<file path="src/rtl/quoted_argument_tokenizer_assert.svh">
// assertion macros used by the tokenizer bundle queue
`ifndef QUOTED_ARGUMENT_TOKENIZER_ASSERT_SVH
`define QUOTED_ARGUMENT_TOKENIZER_ASSERT_SVH

// plain invariant checked at every clock edge out of reset
`define QAT_ASSERT(lbl, prop) \
	lbl: assert property (@(posedge clk) disable iff (!arst_n) (prop)) \
		else $error("qat invariant violated");

// same-cycle implication
`define QAT_ASSERT_IMP(lbl, ante, cons) \
	lbl: assert property (@(posedge clk) disable iff (!arst_n) (ante) |-> (cons)) \
		else $error("qat implication violated");

// next-cycle implication
`define QAT_ASSERT_NXT(lbl, ante, cons) \
	lbl: assert property (@(posedge clk) disable iff (!arst_n) (ante) |=> (cons)) \
		else $error("qat next-cycle implication violated");

`endif

</file>
<file path="src/rtl/qat_pkg.sv">
// shared types, constants and helpers of the argument tokenizer
package qat_pkg;

	localparam int MAX_LINE_CHARS = 65535;
	localparam int CC_W           = $clog2(MAX_LINE_CHARS + 1);
	localparam int NSLOTS         = 4;
	localparam int Q_DEPTH        = 4;
	localparam int Q_PTR_W        = $clog2(Q_DEPTH);
	localparam int Q_CNT_W        = $clog2(Q_DEPTH + 1);

	localparam logic [7:0] CH_SQUOTE = 8'h27;
	localparam logic [7:0] CH_DQUOTE = 8'h22;
	localparam logic [7:0] CH_BSLASH = 8'h5C;
	localparam logic [7:0] CH_SPACE  = 8'h20;
	localparam logic [7:0] CH_TAB    = 8'h09;
	localparam logic [7:0] CH_CR     = 8'h0D;

	typedef enum logic [1:0] {
		KIND_CHAR = 2'd0,
		KIND_END  = 2'd1,
		KIND_DROP = 2'd2,
		KIND_DONE = 2'd3
	} kind_t;

	typedef struct packed {
		logic [7:0] char_code;
		logic       line_end;
	} in_item_t;

	typedef struct packed {
		kind_t       kind;
		logic [7:0]  char_value;
		logic [7:0]  arg_number;
		logic [15:0] consumed_count;
		logic        run_last;
	} out_item_t;

	// all results caused by one input byte, in emission order
	typedef struct packed {
		logic [NSLOTS-1:0]            slot_valid;
		out_item_t [NSLOTS-1:0]       slot;
	} bundle_t;

	function automatic logic [7:0] sat_inc8(input logic [7:0] v);
		return (v != 8'hFF) ? v + 8'd1 : v;
	endfunction

	function automatic logic [15:0] report_count(input logic [CC_W-1:0] v);
		if (32'(v) > 32'hFFFF)
			return 16'hFFFF;
		else
			return 16'(v);
	endfunction

endpackage

</file>
<file path="src/rtl/qat_front.sv">
// front end: accepts bytes, tracks quoting and builds the result bundle per byte
module qat_front (
	input  logic              clk,
	input  logic              arst_n,
	input  logic              in_valid,
	output logic              in_stall,
	input  qat_pkg::in_item_t in_data,
	input  logic [7:0]        args_limit,
	input  logic              q_full,
	output logic              push,
	output qat_pkg::bundle_t  push_data
);

	logic                     sq_q, dq_q, held_q, open_q, lim_q;
	logic [7:0]               argc_q;
	logic [qat_pkg::CC_W-1:0] char_q;

	logic                     sq_n, dq_n, held_n, open_n, lim_n;
	logic [7:0]               argc_n;
	logic [qat_pkg::CC_W-1:0] char_n;
	logic [7:0]               c;
	logic                     last, is_sq, is_dq, is_quote, blank, esc, stop;
	logic [7:0]               argc1;
	qat_pkg::bundle_t         b;
	logic                     accept;

	assign accept   = in_valid && !q_full;
	assign in_stall = q_full;
	assign c        = in_data.char_code;
	assign last     = in_data.line_end;
	assign is_sq    = (c == qat_pkg::CH_SQUOTE);
	assign is_dq    = (c == qat_pkg::CH_DQUOTE);
	assign is_quote = is_sq || is_dq;
	assign blank    = (c == qat_pkg::CH_SPACE) || (c >= qat_pkg::CH_TAB && c <= qat_pkg::CH_CR);

	always_comb begin
		b      = '0;
		sq_n   = sq_q;
		dq_n   = dq_q;
		held_n = 1'b0;
		open_n = open_q;
		argc_n = argc_q;
		lim_n  = lim_q;
		char_n = char_q;
		argc1  = argc_q;
		esc    = held_q && is_quote;
		stop   = 1'b0;
		for (int i = 0; i < qat_pkg::NSLOTS; i++) begin
			b.slot[i].kind = qat_pkg::KIND_CHAR;
		end

		if (lim_q) begin
			// line already finished by the limit: swallow bytes until line end
			if (last) begin
				sq_n   = 1'b0;
				dq_n   = 1'b0;
				open_n = 1'b0;
				argc_n = '0;
				char_n = '0;
				lim_n  = 1'b0;
			end
		end else begin
			if (char_q < qat_pkg::CC_W'(qat_pkg::MAX_LINE_CHARS))
				char_n = char_q + 1'b1;

			// held backslash comes out unless it escapes a quote
			if (held_q && !is_quote) begin
				b.slot_valid[0]      = 1'b1;
				b.slot[0].kind       = qat_pkg::KIND_CHAR;
				b.slot[0].char_value = qat_pkg::CH_BSLASH;
				b.slot[0].arg_number = argc_q;
				open_n               = 1'b1;
			end

			if (is_sq && !dq_q && !esc) begin
				sq_n = !sq_q;
			end else if (is_dq && !sq_q && !esc) begin
				dq_n = !dq_q;
			end else if (blank && !dq_q && !sq_q) begin
				if (open_n) begin
					b.slot_valid[1]      = 1'b1;
					b.slot[1].kind       = qat_pkg::KIND_END;
					b.slot[1].arg_number = argc_q;
					argc1                = qat_pkg::sat_inc8(argc_q);
					open_n               = 1'b0;
				end
			end else if (c == qat_pkg::CH_BSLASH && !last) begin
				held_n = 1'b1;
			end else begin
				b.slot_valid[1]      = 1'b1;
				b.slot[1].kind       = qat_pkg::KIND_CHAR;
				b.slot[1].char_value = c;
				b.slot[1].arg_number = argc_q;
				open_n               = 1'b1;
			end

			argc_n = argc1;
			stop   = last || (args_limit != 8'd0 && argc1 >= args_limit);
			if (stop) begin
				if (open_n) begin
					b.slot_valid[2]      = 1'b1;
					b.slot[2].arg_number = argc1;
					if (dq_n || sq_n) begin
						b.slot[2].kind = qat_pkg::KIND_DROP;
					end else begin
						b.slot[2].kind = qat_pkg::KIND_END;
						argc_n         = qat_pkg::sat_inc8(argc1);
					end
				end
				b.slot_valid[3]          = 1'b1;
				b.slot[3].kind           = qat_pkg::KIND_DONE;
				b.slot[3].arg_number     = argc_n;
				b.slot[3].consumed_count = qat_pkg::report_count(char_n);
				if (last) begin
					sq_n   = 1'b0;
					dq_n   = 1'b0;
					held_n = 1'b0;
					open_n = 1'b0;
					argc_n = '0;
					char_n = '0;
				end else begin
					lim_n = 1'b1;
				end
			end
		end

		// flag the final result of this byte
		if (b.slot_valid[3])
			b.slot[3].run_last = 1'b1;
		else if (b.slot_valid[2])
			b.slot[2].run_last = 1'b1;
		else if (b.slot_valid[1])
			b.slot[1].run_last = 1'b1;
		else if (b.slot_valid[0])
			b.slot[0].run_last = 1'b1;
	end

	assign push      = accept && (b.slot_valid != '0);
	assign push_data = b;

	always_ff @(posedge clk or negedge arst_n) begin
		if (!arst_n) begin
			sq_q   <= 1'b0;
			dq_q   <= 1'b0;
			held_q <= 1'b0;
			open_q <= 1'b0;
			lim_q  <= 1'b0;
			argc_q <= '0;
			char_q <= '0;
		end else if (accept) begin
			sq_q   <= sq_n;
			dq_q   <= dq_n;
			held_q <= held_n;
			open_q <= open_n;
			lim_q  <= lim_n;
			argc_q <= argc_n;
			char_q <= char_n;
		end
	end

endmodule

</file>
<file path="src/rtl/qat_fifo.sv">
// short queue of result bundles between the front and back ends
`include "quoted_argument_tokenizer_assert.svh"

module qat_fifo (
	input  logic             clk,
	input  logic             arst_n,
	input  logic             push,
	input  qat_pkg::bundle_t push_data,
	input  logic             pop,
	output qat_pkg::bundle_t head,
	output logic             full,
	output logic             empty
);

	qat_pkg::bundle_t            mem_q [qat_pkg::Q_DEPTH];
	logic [qat_pkg::Q_PTR_W-1:0] wr_ptr_q, rd_ptr_q;
	logic [qat_pkg::Q_CNT_W-1:0] count_q;

	assign full  = (count_q == qat_pkg::Q_CNT_W'(qat_pkg::Q_DEPTH));
	assign empty = (count_q == '0);
	assign head  = mem_q[rd_ptr_q];

	always_ff @(posedge clk) begin
		if (push)
			mem_q[wr_ptr_q] <= push_data;
	end

	always_ff @(posedge clk or negedge arst_n) begin
		if (!arst_n) begin
			wr_ptr_q <= '0;
			rd_ptr_q <= '0;
			count_q  <= '0;
		end else begin
			if (push)
				wr_ptr_q <= wr_ptr_q + 1'b1;
			if (pop)
				rd_ptr_q <= rd_ptr_q + 1'b1;
			if (push && !pop)
				count_q <= count_q + 1'b1;
			else if (pop && !push)
				count_q <= count_q - 1'b1;
		end
	end

	`QAT_ASSERT(a_count_bound, count_q <= qat_pkg::Q_CNT_W'(qat_pkg::Q_DEPTH))
	`QAT_ASSERT(a_ptr_gap, (wr_ptr_q - rd_ptr_q) == count_q[qat_pkg::Q_PTR_W-1:0])
	`QAT_ASSERT_IMP(a_no_underflow, pop, !empty)
	`QAT_ASSERT_NXT(a_fill_step, push && !pop, count_q == $past(count_q) + 1'b1)

endmodule

</file>
<file path="src/rtl/qat_back.sv">
// back end: unpacks each bundle into single results through the output register
module qat_back (
	input  logic               clk,
	input  logic               arst_n,
	input  qat_pkg::bundle_t   head,
	input  logic               empty,
	output logic               pop,
	output logic               out_valid,
	input  logic               out_stall,
	output qat_pkg::out_item_t out_data
);

	logic [qat_pkg::NSLOTS-1:0] taken_q;
	logic [qat_pkg::NSLOTS-1:0] rem, pick;
	logic                       out_valid_q;
	qat_pkg::out_item_t         out_q;
	qat_pkg::out_item_t         sel_item;
	logic                       load, final_slot;

	assign rem = head.slot_valid & ~taken_q;

	// lowest pending slot first
	always_comb begin
		pick     = '0;
		sel_item = head.slot[0];
		for (int i = qat_pkg::NSLOTS - 1; i >= 0; i--) begin
			if (rem[i]) begin
				pick     = '0;
				pick[i]  = 1'b1;
				sel_item = head.slot[i];
			end
		end
	end

	assign load       = (!out_valid_q || !out_stall) && !empty;
	assign final_slot = ((rem & ~pick) == '0);
	assign pop        = load && final_slot;

	always_ff @(posedge clk or negedge arst_n) begin
		if (!arst_n) begin
			out_valid_q <= 1'b0;
			taken_q     <= '0;
		end else begin
			if (load)
				out_valid_q <= 1'b1;
			else if (!out_stall)
				out_valid_q <= 1'b0;
			if (pop)
				taken_q <= '0;
			else if (load)
				taken_q <= taken_q | pick;
		end
	end

	always_ff @(posedge clk) begin
		if (load)
			out_q <= sel_item;
	end

	assign out_valid = out_valid_q;
	assign out_data  = out_q;

endmodule

</file>
<file path="src/rtl/quoted_argument_tokenizer.sv">
// top level: splits a byte stream into shell-style arguments
// path: the results of a byte pass through the bundle queue, then the output register
// throughput: one byte per cycle while the queue is not full; results leave one per cycle
//   while out_stall is low, and a four-entry bundle queue absorbs bytes with many results
// reset: arst_n clears quoting state, counters, queue and output valid at once; no clear pass
module quoted_argument_tokenizer (
	input  logic               clk,
	input  logic               arst_n,
	input  logic               in_valid,
	output logic               in_stall,
	input  qat_pkg::in_item_t  in_data,
	output logic               out_valid,
	input  logic               out_stall,
	output qat_pkg::out_item_t out_data,
	input  logic               cfg_valid,
	output logic               cfg_ready,
	input  logic [7:0]         cfg_data
);

	logic [7:0]       args_limit_q;
	logic             push, pop, q_full, q_empty;
	qat_pkg::bundle_t push_data, head;

	assign cfg_ready = 1'b1;

	always_ff @(posedge clk or negedge arst_n) begin
		if (!arst_n)
			args_limit_q <= '0;
		else if (cfg_valid && cfg_ready)
			args_limit_q <= cfg_data;
	end

	qat_front u_front (
		.clk        (clk),
		.arst_n     (arst_n),
		.in_valid   (in_valid),
		.in_stall   (in_stall),
		.in_data    (in_data),
		.args_limit (args_limit_q),
		.q_full     (q_full),
		.push       (push),
		.push_data  (push_data)
	);

	qat_fifo u_fifo (
		.clk       (clk),
		.arst_n    (arst_n),
		.push      (push),
		.push_data (push_data),
		.pop       (pop),
		.head      (head),
		.full      (q_full),
		.empty     (q_empty)
	);

	qat_back u_back (
		.clk       (clk),
		.arst_n    (arst_n),
		.head      (head),
		.empty     (q_empty),
		.pop       (pop),
		.out_valid (out_valid),
		.out_stall (out_stall),
		.out_data  (out_data)
	);

endmodule
</file>
<file path="config.mk">
export PLATFORM = sky130hd
export DESIGN_NAME = quoted_argument_tokenizer
export DESIGN_NICKNAME = d
export VERILOG_FILES = /design/src/rtl/qat_pkg.sv /design/src/rtl/qat_front.sv /design/src/rtl/qat_fifo.sv /design/src/rtl/qat_back.sv /design/src/rtl/quoted_argument_tokenizer.sv
export VERILOG_INCLUDE_DIRS = /design/src /design/src/rtl
export SDC_FILE = /design/constraint.sdc
export NUM_CORES = 1
export LEC_CHECK = 0
export BUFFER_PORTS_ARGS = -buffer_cell sky130_fd_sc_hd__buf_2
export CORE_MARGIN = 5
export CORE_UTILIZATION = 30
export CTS_CLUSTER_SIZE = 30
export DETAILED_ROUTE_END_ITERATION = 10
export HOLD_SLACK_MARGIN = 0.1
export PLACE_DENSITY_LB_ADDON = 0.25
export RECOVER_POWER = 50
export SYNTH_ARGS = -nofsm -noshare
export SYNTH_HDL_FRONTEND = slang
export SYNTH_SLANG_ARGS = --single-unit
</file>
<file path="constraint.sdc">
create_clock -name clk -period 8.43 [get_ports clk]
set_input_delay 1.2645 -clock clk [delete_from_list [all_inputs] [get_ports clk]]
set_output_delay 1.2645 -clock clk [all_outputs]
set_load 0.02 [all_outputs]
</file>
Word level (Yosys, flattened, before mapping)
Memory sizes are Yosys's and may differ from the RTL's.
Index checks and enable logic that the tools add are counted.
- bits in registers: 84
- input bits: 22
- RAM bits: 320
- memories: 1
- output and inout bits: 38
- logic and storage cells: 190
- equal/unequal tests: 9
- $add $sub $neg: 7
- reduce and logical (&&, ||, !) cells: 40
- bitwise operators: 5
- mux-type cells: 106
- magnitude comparators: 4
- memory list (name ; depth ; bits a word ; rd ports ; clocked after Yosys merged registers in ; wr ports ; line ; source):
    u_fifo.mem_q ; 4 ; 80 ; 1 ; 0 ; 1 ; qat_fifo.sv:15 ; qat_pkg::bundle_t mem_q [qat_pkg::Q_DEPTH];
- operators with widths (cell ; number):
    two-way mux 8 bit ; 19
    two-way mux 35 bit ; 4
    two-way mux 16 bit ; 6
    two-way mux 18 bit ; 4
    two-way mux 1 bit ; 55
    two-way mux 24 bit ; 2
    equality test 8 x 6 -> 1 bit (second input constant) ; 3
    two-way mux 4 bit ; 6
    logical AND 1 bit ; 17
    adder 16 x 1 -> 16 bit (second input constant) ; 1
    adder 8 x 1 -> 8 bit (second input constant) ; 2
    less-than comparator 16 bit (second input constant) ; 1
    inequality test 8 bit (second input constant) ; 2
    two-way mux 15 bit ; 1
    two-way mux 2 bit ; 6
    zero test 1 bit ; 11
    AND 4 bit ; 2
    equality test 8 x 7 -> 1 bit (second input constant) ; 1
    >= comparator 8 x 4 -> 1 bit (second input constant) ; 1
    >= comparator 8 bit ; 1
    <= comparator 8 x 4 -> 1 bit (second input constant) ; 1
    NOT 4 bit ; 2
    nonzero test 8 bit ; 1
    two-way mux 3 bit ; 2
    other kinds (14) ; 20

Longest topological paths before layout
Gate-level depths: netlist (run 1).
- depth in word-level cells: 22
- mapped depth: 21
- depth with buffers taken out: 20

By module
Synthesis (run 1) repeated with hierarchy kept, for this count alone.
- cells, all modules: 1583
- area, all modules: 27775.4 sq um
- modules (own cells, without submodules) (module ; cells each ; times used ; area each (sq um) ; sequential area each (sq um)):
    qat_fifo ; 786 ; 1 ; 21161.5 ; 17471.8
    qat_front ; 501 ; 1 ; 3678.5 ; 725.7
    qat_back ; 277 ; 1 ; 2592.5 ; 1176.1
    quoted_argument_tokenizer ; 19 ; 1 ; 342.8 ; 200.2

Worst setup path after synthesis (run 1)
No wires, ideal clock.
- path type: input to register
- start point: in in_data[3] (netlist name)
- end point: mem u_fifo.mem_q[0][0] (netlist name), enable pin
- path slack: 0.659 ns
- required time: 7.940 ns
- path buffers: 2
- arrival time: 7.280 ns
- library setup time: 0.490 ns
- cell stages on the path: 15
- cells stage by stage: buf_4 > xnor2_1 > a41o_2 > nor4_4 > buf_4 > nand4_1 > xor2_1 > inv_1 > ha_1 > nand3_1 > or3_1 > a31oi_2 > o21ai_1 > a21o_1 > nor2_1
- cells in the longest elaborated chain, start to end: 20
- elaborated cells on any way between the ends: 48
- those cells by class: order compare (3); eq/ne (4); mux (23); reduce/logical (18)
- ends and longest elaborated chain (item ; line ; source):
    start, declared ; quoted_argument_tokenizer.sv:11 ; input qat_pkg::in_item_t in_data,
    equality test 8 x 6 -> 1 bit, on equally long branches ; qat_front.sv:31, qat_front.sv:32 ;
    logical OR 1 bit ; qat_front.sv:33 ; assign is_quote = is_sq || is_dq;
    zero test 1 bit ; qat_front.sv:67 ; if (held_q && !is_quote) begin
    logical AND 1 bit ; qat_front.sv:67 ;
    two-way mux 1 bit ; qat_front.sv:67 ;
    two-way mux 1 bit ; qat_front.sv:52 ; if (lim_q) begin
    two-way mux 8 bit ; qat_front.sv:80 ; if (open_n) begin
    two-way mux 8 bit ; qat_front.sv:79 ; end else if (blank && !dq_q && !sq_q) begin
    [... 4 more ...] ; -- ;
    logical AND 1 bit ; qat_front.sv:98 ; stop = last || (args_limit != 8'd0 && argc1 >= args_limit);
    logical OR 1 bit ; qat_front.sv:98 ;
    two-way mux 2 bit ; qat_front.sv:99 ; if (stop) begin
    two-way mux 6 bit (*) ; qat_front.sv:52 ;
    nonzero test 4 bit (*) ; qat_front.sv:138 ; assign push = accept && (b.slot_valid != '0);
    logical AND 1 bit (*) ; qat_front.sv:138 ;
    two-way mux 1 bit (*) ; qat_fifo.sv:24 ; if (push)
    two-way mux 1 bit (not written as such) (*) ; qat_fifo.sv:25 ; mem_q[wr_ptr_q] <= push_data;
    end, declared ; qat_fifo.sv:15 ;
Every way passes the cells marked *; elsewhere a longest branch is shown, timed or not. The select of a mux whose other input is x is not followed.

Final worst setup path (run 1)
- start point: in in_data[5] (netlist name)
- end point: mem u_fifo.mem_q[3][56] (netlist name), enable pin
The elaborated chain is that of the path after synthesis.

==> results.yml, run 1 <==
detailed_routing:
  final_antenna_net_count: 0
  first_pass_iters: 8
  routedWlPerCell_um: 19.9
  wl_met2_um: 15400
  drt_wl_total_um: 35100
  dr.max_layer_used: "met4"
  met3_wirelength_um: 1440
  wl_met1_um: 17600
  vias: 8617
  drc: 0
  viasPerCell: 4.87
  drtIter0Drc: 692
worst_hold_path:
  hp-class: "flip-flop to flip-flop"
  whs_path_depth: 1
die:
  dieArea_mm2: 0.0553
  core_mm2: 0.0502
  pin_count: 60
  die_x_um: 235
  die_h_um: 235
  rows: 82
  initial_utilization_pct: 30.3
worst_setup_path:
  crit_type: "primary input to flip-flop"
  worstPathMaxFanout: 28
  worstPathRequired_ns: 8.63
  path_delay_family: "simple AND/OR/NAND/NOR gates"
  cp-end-kind: "flip-flop"
  slowest_stage: "nor2_4"
  path_cells: "clkbuf_1 > nor3_1 > nand3_1 > nor4_4 > nand4_1 > xor2_1 > inv_1 > ha_1 > nand3_1 > or3_1 > a31oi_1 > o21ai_2 > buf_4 > a21o_1 > nor2_4 > buf_4"
  worst-r2r-cell-count: 14
  start_kind: "primary input"
  crit_arrival_ns: 6.91
  critical_path_depth: 16
  critPathMaxStageDelay_ns: 0.78
  path_buf_inv: 4
timing:
  fin_crit_sh_pct: 79.6
  slew_violations: 151
  fin_skew_ns: 0.0223
  clock.fmax_ghz: 0.149
  max-slew-margin-rel_pct: -107
  fin_ws_ns: 1.72
  worst_pin_slew_ns: 3.11
  rsz0062_at_grt: "false"
  setup_tns_ns: 0
  finalHoldViolCount: 0
  post-route-min-period_ns: 6.71
  setup_violations: 0
job:
  max_cap_viol_count: 4
synthesis:
  syn-cell-area_mm2: 0.0152
  syn_area_per_cell_um2: 15.1
  synth_edf_count: 299
  ys_ff_latch: 348
  synth-main-ff-cell: "edfxtp_1"
  synth_cell_type_count: 76
  synthArstFlopShare_pct: 14.1
  syn_inst: 1007
  ys_seq_area_share_pct: 67.2
  yosysWarnings: 0
pwr:
  p_leak_nw: 6.00
  ir_drop_mv: 0.152
  finalPower_mw: 5.80
  power_density_mw_per_mm2: 332
finish:
  final_core_util_pct: 34.8
  diodes: 0
  fillerInstances: 4828
  layout-drive-gt1-share_pct: 16.0
  layout_common_cells: "299 x edfxtp_1, 75 x nor2_1, 66 x mux4_2"
  final_nets: 1109
  area_growth_pct: 15.0
  design_area_mm2: 0.0175
  final_common_cell: "edfxtp_1"
clock_tree:
  path_clk_slew_ns: 0.06
  ctsHoldBuffers: 0
  cts_tree: "yes"
  clock_tree.buffer_depth: 3
  ctsResizeCount: 0
  cts_max_level: 2
  cts_root_buf: "clkbuf_16"
  clk_latency_ns: 0.53
  cts_sinks: 348
  postCtsSetupBuffers: 0
  cts_buffers: 37
run_status:
  failed_checks: "capacitance limit, slew limit"
  status: "complete, but fails checks"
global_route:
  grt_pass1_wl_um: 54400
  grt_start_max_net_pins: 50
  grt-ovfl-total: 0
  grtUsageTotal_pct: 12.5
  antenna_found_initial: 1
  grt_pass1_vias: 8624
placed_design:
  place.gp.congestion: 0.818
  dpl.hpwl_um: 23000
  placed_area_mm2: 0.0163
  dp_worst_setup_slack_ns: 1.50
  port_buffers: 58
report_power, final:
group	leakage (nW)	internal, mW	switching (mW)	total (mW)
Combinational	1.94	0.666	1.00	1.67
Clock	0.599	0.990	0.649	1.64
Sequential	3.46	2.33	0.166	2.49
synthesized netlist by cell type, types with 4 or more instances:
master    number  share of area, %
or3_1          6              0.25
a21oi_1       38               1.3
buf_2         10              0.33
nand4_1        7              0.29
xnor2_1       18               1.0
xor2_1        10              0.58
and2_1        20              0.82
dfrtp_1       49               8.1
nor2_1        79               2.0
nor4_1         5              0.21
nand3_1       17              0.56
edfxtp_1     299                59
mux4_2        66               9.8
and3_1        16              0.66
nand2b_1      12              0.49
nand2_1       60               1.5
mux2i_1       13              0.86
nor2b_1       28               1.2
clkbuf_1      38              0.94
o22ai_1        5              0.21
o211ai_1       4              0.20
buf_4          4              0.20
a31oi_1        7              0.29
o31ai_1        5              0.25
nor3_1        12              0.40
mux2_2         6              0.44
a21o_1         7              0.35
inv_1         35              0.86
a32o_1         4              0.26
o21ai_0       39               1.3
a211oi_1      11              0.54
ha_1          16               1.3
logic make-up (layout without fill, tap and decap cells):
| logic type | count (synthesis) | count (layout) | share of synthesized area, % |
|---|---|---|---|
| adders and majority gates | 17 | 17 | 1.45 |
| DFF | 348 | 348 | 67.2 |
| AOI/OAI and AO/OA | 151 | 151 | 6.52 |
| muxes | 86 | 86 | 11.2 |
| and+or+nand+nor | 285 | 285 | 9.62 |
| buffers and inverters | 90 | 176 | 2.41 |
| xor gates and xnor gates | 28 | 28 | 1.61 |
| other | 2 | 5 | 0.0494 |
sequential cells by signal, indices dropped and copies added, names as in the netlist, 2 cells and up:
register and cells:
args_limit_q 8, u_back.out_data 35, u_back.taken_q 4, u_fifo.count_q 3
u_fifo.mem_q 264, u_fifo.rd_ptr_q 2, u_fifo.wr_ptr_q 2, u_front.argc_q 8
u_front.char_q 16
path summary, 6_finish.rpt:
check,start,endpoint,slack (ns)
max in group asynchronous,arst_n,u_fifo.rd_ptr_q[0],4.37
worst min register to register,u_fifo.count_q[2],u_fifo.count_q[2],0.50
worst max-delay path,in_data[5],u_fifo.mem_q[3][56],1.72
worst min-delay path,u_fifo.count_q[2],u_fifo.count_q[2],0.50
worst max register to register,u_fifo.rd_ptr_q[1],u_fifo.count_q[2],2.02
min in group asynchronous,arst_n,u_front.char_q[4],1.87
metal layers:
metal	global-route usage [%]	up-vias
li1	-	3979
met1	19.3	4384
met2	18.4	203
met3	1.59	51
met4	3.75	0
met5	0	-
stage by stage:
stage / hold WS (ns) / std cells
6_report: 0.498 / 1768
5_1_grt: 0.527 / 1768
4_1_cts: 0.504 / 1768
3_5_place_dp: 0.488 / 1703
3_3_place_gp: 0.471 / 1703
2_1_floorplan: 0.454 / 1010
final cells by class:
cell class              count  area, µm²  share of cell area (%)
multi-input cells         572       4670                    26.7
clock buffers              53       1090                    6.23
well taps                 672        841                    4.81
inverters                  36        136                   0.781
repair buffers             75        384                    2.20
flip-flops and latches    348      10200                    58.4
clock inverters            12        144                   0.824
worst register-to-register path, stage by stage (launching register included):
cell and delay [ns]:
dfrtp_1 1.20, clkbuf_1 2.00, mux4_2 0.55, nand2b_1 0.48, o21ai_0 0.35, a21o_1 0.16
nand2_1 0.04, and2_0 0.30, inv_1 0.20, ha_1 0.21, inv_1 0.06, fa_1 0.37
xor2_1 0.17, nor2_1 0.11, xor2_1 0.16
No activity file was read; power rests on OpenSTA's default activity.
==> run 2, diff against run 1 <==
==> constraint.sdc (replaced) <==
create_clock -name clk -period 5.9 [get_ports clk]
set_input_delay 0.885 -clock clk [delete_from_list [all_inputs] [get_ports clk]]
set_output_delay 0.885 -clock clk [all_outputs]
set_load 0.02 [all_outputs]
==> results.yml, run 2 (same netlist as run 1, synthesis figures left out) <==
timing:
  fin_skew_ns: 0.0227
  worst_pin_slew_ns: 3.19
  slew_violations: 90
  fin_crit_sh_pct: 86.3
  clock.fmax_ghz: 0.196
  setup_violations: 0
  rsz0062_at_grt: "false"
  hold-worst-slack_ns: 0.487
  post-route-min-period_ns: 5.09
  finalHoldViolCount: 0
  max-slew-margin-rel_pct: -112
clock_tree:
  cts_root_buf: "clkbuf_16"
  cts_buffers: 38
  path_clk_slew_ns: 0.06
  postCtsSetupBuffers: 0
  clock_tree.buffer_depth: 3
  ctsResizeCount: 0
  clk_latency_ns: 0.53
  ctsHoldBuffers: 0
  cts_sinks: 348
  cts_max_level: 2
  cts_tree: "yes"
pwr:
  switchingPower_mw: 2.64
  pwr-share-seq_pct: 42.8
  finalPower_mw: 8.16
  p_leak_nw: 6.01
  power_density_mw_per_mm2: 468
  internal-power_mw: 5.52
  power_frac_clock_pct: 27.1
  switching_share_pct: 32.4
  combPwrFrac_pct: 30.1
  ir_drop_mv: 0.212
detailed_routing:
  vias: 8621
  drc: 0
  routedWlPerCell_um: 20.2
  final_antenna_net_count: 0
  drtIter0Drc: 660
  drt_wl_total_um: 36000
  first_pass_iters: 6
  viasPerCell: 4.85
global_route:
  antenna_found_initial: 1
  grt_pass1_vias: 8786
  grt_start_max_net_pins: 64
  grt-ovfl-total: 0
  grt_pass1_wl_um: 55200
  grtUsageTotal_pct: 12.7
finish:
  design_area_mm2: 0.0174
  layout-drive-gt1-share_pct: 16.5
  final_nets: 1116
  regMostFlops: "u_fifo.mem_q"
  diodes: 0
  fillerInstances: 4843
  final_common_cell: "edfxtp_1"
  area_growth_pct: 14.8
  largest_register_ffs: 264
  layout_common_cells: "299 x edfxtp_1, 75 x nor2_1, 66 x mux4_2"
run_status:
  status: "complete, but fails checks"
  failed_checks: "capacitance limit, slew limit"
placed_design:
  dpl.hpwl_um: 22900
  place.gp.congestion: 0.826
  port_buffers: 58
  placed_area_mm2: 0.0164
die:
  rows: 82
  die_x_um: 235
  die_h_um: 235
  core_mm2: 0.0502
  dieArea_mm2: 0.0553
  initial_utilization_pct: 30.3
  pin_count: 60
worst_setup_path:
  crit_type: "primary input to flip-flop"
  crit_arrival_ns: 5.53
  critPathMaxStageDelay_ns: 0.46
  path_buf_inv: 3
  path_cells: "clkbuf_1 > nor3_1 > nand3_1 > or2_2 > nor3_1 > mux2_1 > ha_1 > nand3_1 > or3_1 > a31oi_1 > o21ai_0 > a21o_1 > inv_1 > ha_1 > inv_1 > fa_1 > xor2_1 > nor2_1 > xor2_1"
  cp-end-kind: "flip-flop"
  path_delay_family: "simple AND/OR/NAND/NOR gates"
  slowest_stage: "nor3_1"
  worstPathMaxFanout: 7
  start_kind: "primary input"
  worstPathRequired_ns: 6.34
worst_hold_path:
  hp-class: "flip-flop to flip-flop"
job:
  max_cap_viol_count: 4
run 2: cell count changes in the layout (fill, tap and decap cells not counted), moves of 2 or more:
cell       previous run  this run
buf_4                 9        13
bufinv_16             3         0
inv_6                 1         3
clkbuf_8              6         4
clkinv_2              2        10
clkbuf_1             55        57
run 2: worst register-to-register path, delay by kind of cell, from the launching register on:
kind | cells | cell delay [ns]
AO/OA/AOI/OAI | 3 | 0.71
XOR/XNOR | 3 | 0.67
adder cells (fa/ha/maj) | 4 | 1.28
buffers and inverters | 4 | 0.56
flip-flops | 1 | 0.47
AND/OR/NAND/NOR | 7 | 1.17
run 2: cell type report:
class / instances / area, µm² / area share [%]
clock buffers: 52 / 1060 / 6.11
repair buffers: 81 / 423 / 2.43
well taps: 672 / 841 / 4.82
inverters: 36 / 136 / 0.782
flip-flops and latches: 348 / 10200 / 58.5
clock inverters: 17 / 95.1 / 0.545
multi-input cells: 572 / 4670 / 26.8
run 2: worst paths after layout:
| check | to | cells after the start | slack, ns | startpoint |
|---|---|---|---|---|
| max | u_fifo.count_q[2] | 19 | 0.81 | in_data[5] |
| min | u_back.taken_q[3] | 2 | 0.49 | u_back.taken_q[3] |
| max reg2reg | u_fifo.count_q[2] | 21 | 0.98 | u_front.argc_q[1] |
| min reg2reg | u_back.taken_q[3] | 2 | 0.49 | u_back.taken_q[3] |
| max in group asynchronous | u_fifo.rd_ptr_q[1] | 2 | 2.36 | arst_n |
| min in group asynchronous | u_front.char_q[9] | 2 | 1.51 | arst_n |
run 2: layer usage:
metal  up-vias  wire (µm)  global-route usage [%]
met1      4360      17600                    19.6
met5         -          0                       0
li1       4007          -                       -
met4         0        677                    3.38
met3        45       1610                    1.67
met2       209      16000                    19.0
run 2: stage by stage:
stage | instances | setup WS, ns | TNS [ns] | utilization [%]
CTS | 1778 | 1.05 | 0 | 35.0
global route | 1778 | 0.455 | 0 | 34.8
global placement | 1709 | 0.590 | 0 | 32.7
floorplan | 1010 | -0.412 | -108.64 | -
detailed placement | 1709 | 0.579 | 0 | 32.7
finish | 1778 | 0.810 | 0 | 34.8
run 2: power by group through the flow:
stage	logic [mW]	clock network [mW]	registers, mW
floorplan	1.61	0	3.64
global placement	2.56	0	3.53
detailed placement	2.56	0	3.55
CTS	2.57	2.28	3.50
global route	2.70	2.38	3.54
finish	2.46	2.21	3.49
==> run 3, diff against run 2 <==
==> constraint.sdc (replaced) <==
create_clock -name clk -period 5.2 [get_ports clk]
set_input_delay 0.78 -clock clk [delete_from_list [all_inputs] [get_ports clk]]
set_output_delay 0.78 -clock clk [all_outputs]
set_load 0.02 [all_outputs]
==> results.yml, run 3 (same netlist as run 1, synthesis figures left out) <==
detailed_routing:
  drt_wl_total_um: 35700
  first_pass_iters: 5
  routedWlPerCell_um: 19.9
  vias: 8811
  final_antenna_net_count: 0
  viasPerCell: 4.92
  drtIter0Drc: 687
  drc: 0
timing:
  setup_violations: 0
  finalHoldViolCount: 0
  slew_violations: 76
  fin_skew_ns: 0.0273
  worst_pin_slew_ns: 2.86
  max-slew-margin-rel_pct: -90.4
  rsz0062_at_grt: "false"
  fin_ws_ns: 0.633
  setup_tns_ns: 0
  clock.fmax_ghz: 0.219
  hold-worst-slack_ns: 0.405
  fin_crit_sh_pct: 87.8
  post-route-min-period_ns: 4.57
global_route:
  grt_pass1_wl_um: 54800
  grt-ovfl-total: 0
  grt_start_max_net_pins: 61
  grt_pass1_vias: 9029
  antenna_found_initial: 1
  grtUsageTotal_pct: 12.6
placed_design:
  placed_cells: 1721
  dpl.hpwl_um: 22300
  dp_worst_setup_slack_ns: 0.238
  port_buffers: 58
  place.gp.congestion: 0.828
  placed_area_mm2: 0.0165
finish:
  diodes: 0
  largest_register_ffs: 264
  design_area_mm2: 0.0176
  layout_common_cells: "299 x edfxtp_1, 79 x nor2_1, 66 x mux4_2"
  area_growth_pct: 16.0
  final_common_cell: "edfxtp_1"
  fin_cells: 1791
  layout-drive-gt1-share_pct: 17.3
  final_nets: 1128
  regMostFlops: "u_fifo.mem_q"
run_status:
  failed_checks: "capacitance limit, slew limit"
  status: "complete, but fails checks"
clock_tree:
  cts_tree: "yes"
  path_clk_slew_ns: 0.06
  cts_buffers: 38
  ctsHoldBuffers: 0
  cts_root_buf: "clkbuf_16"
  ctsResizeCount: 0
  clk_latency_ns: 0.54
  cts_sinks: 348
  clock_tree.buffer_depth: 3
  cts_max_level: 2
  postCtsSetupBuffers: 0
worst_setup_path:
  r2r_setup_slack_ns: 0.63
  start_kind: "flip-flop"
  slowest_stage: "dfrtp_1"
  worstSetupEndpoint: "u_fifo.count_q[2]"
  reg2reg_from: "u_front.argc_q[0]"
  worstPathMaxFanout: 16
  worst-r2r-cell-count: 20
  critPathMaxStageDelay_ns: 0.47
  setup.worst_path.start: "u_front.argc_q[0]"
  cp-end-kind: "flip-flop"
  path_cells: "ha_1 > nand4_1 > nor2_1 > nor4_4 > buf_4 > mux2_2 > ha_1 > a21o_1 > a211oi_1 > or3_1 > a31oi_1 > o21ai_0 > a21o_4 > inv_1 > ha_1 > inv_1 > fa_1 > xor2_1 > nor2_1 > xor2_1"
  crit_arrival_ns: 5.02
  reg2reg_to: "u_fifo.count_q[2]"
  crit_type: "flip-flop to flip-flop"
  crit_top_cell: "ha_1"
  worstPathRequired_ns: 5.65
die:
  initial_utilization_pct: 30.3
  die_x_um: 235
  die_h_um: 235
  rows: 82
  pin_count: 60
  core_mm2: 0.0502
  dieArea_mm2: 0.0553
worst_hold_path:
  hp-class: "primary input to asynchronous set/reset pin"
job:
  max_cap_viol_count: 2
pwr:
  p_leak_nw: 6.11
  power_density_mw_per_mm2: 540
  ir_drop_mv: 0.363
## run 3: changes by cell type in the layout (fill, tap and decap cells not counted), sizes merged
cell	before	now
bufinv	0	5
clkinvlp	0	1
clkinv	15	13
inv	38	37
buf	33	40
clkbuf	100	103
## run 3: worst max-delay path, delay by kind of cell (launching register included)
kind | cells | cell delay (ns)
XOR/XNOR | 2 | 0.33
adder cells (fa/ha/maj) | 4 | 1.14
AO/OA/AOI/OAI | 5 | 0.81
buffers and inverters | 3 | 0.38
flip-flops | 1 | 0.47
multiplexers | 1 | 0.42
AND/OR/NAND/NOR | 5 | 0.95
## run 3: cell type report
type                            instances  area (µm²)
Tap cell                              672         841
Inverter                               36         136
Clock buffer                           50        1060
Timing Repair Buffer                   93         507
Multi-Input combinational cell        572        4640
Fill cell                            4821       32500
Clock inverter                         20         243
Sequential cell                       348       10200
## run 3: worst min path at each step
stage	start	end	slack, ns
2_1_floorplan	u_back.taken_q[3]	u_back.taken_q[3]	0.45
3_3_place_gp	u_back.taken_q[2]	u_back.taken_q[2]	0.48
3_5_place_dp	u_fifo.count_q[2]	u_fifo.count_q[2]	0.48
4_1_cts	arst_n	args_limit_q[2]	0.18
5_1_grt	cfg_data[1]	args_limit_q[1]	0.45
6_report	arst_n	args_limit_q[2]	0.41
## run 3: routing by layer
metal  part of all wire, %  routed length [µm]  up-vias  GRT usage (%)
met1                    50               17700     4533           18.8
met4                   1.6                 587        0           3.22
met3                   4.6                1630       41           2.01
li1                      -                   -     4013              -
met2                    44               15800      224           19.3
met5                     0                   0        -              0
## run 3: per-stage QoR
| stage | power (mW) | util [%] |
|---|---|---|
| after floorplan | 5.96 | - |
| after detailed placement | 6.96 | 32.9 |
| after CTS | 9.76 | 35.5 |
| after global routing | 10.1 | 35.1 |
| final | 9.53 | 35.1 |
| after global placement | 6.93 | 32.9 |
## run 3: where the power goes
part           internal [mW]  switching [mW]  total (mW)
Clock                   1.69            1.08        2.77
Combinational           1.06            1.76        2.82
Sequential              3.77           0.173        3.94
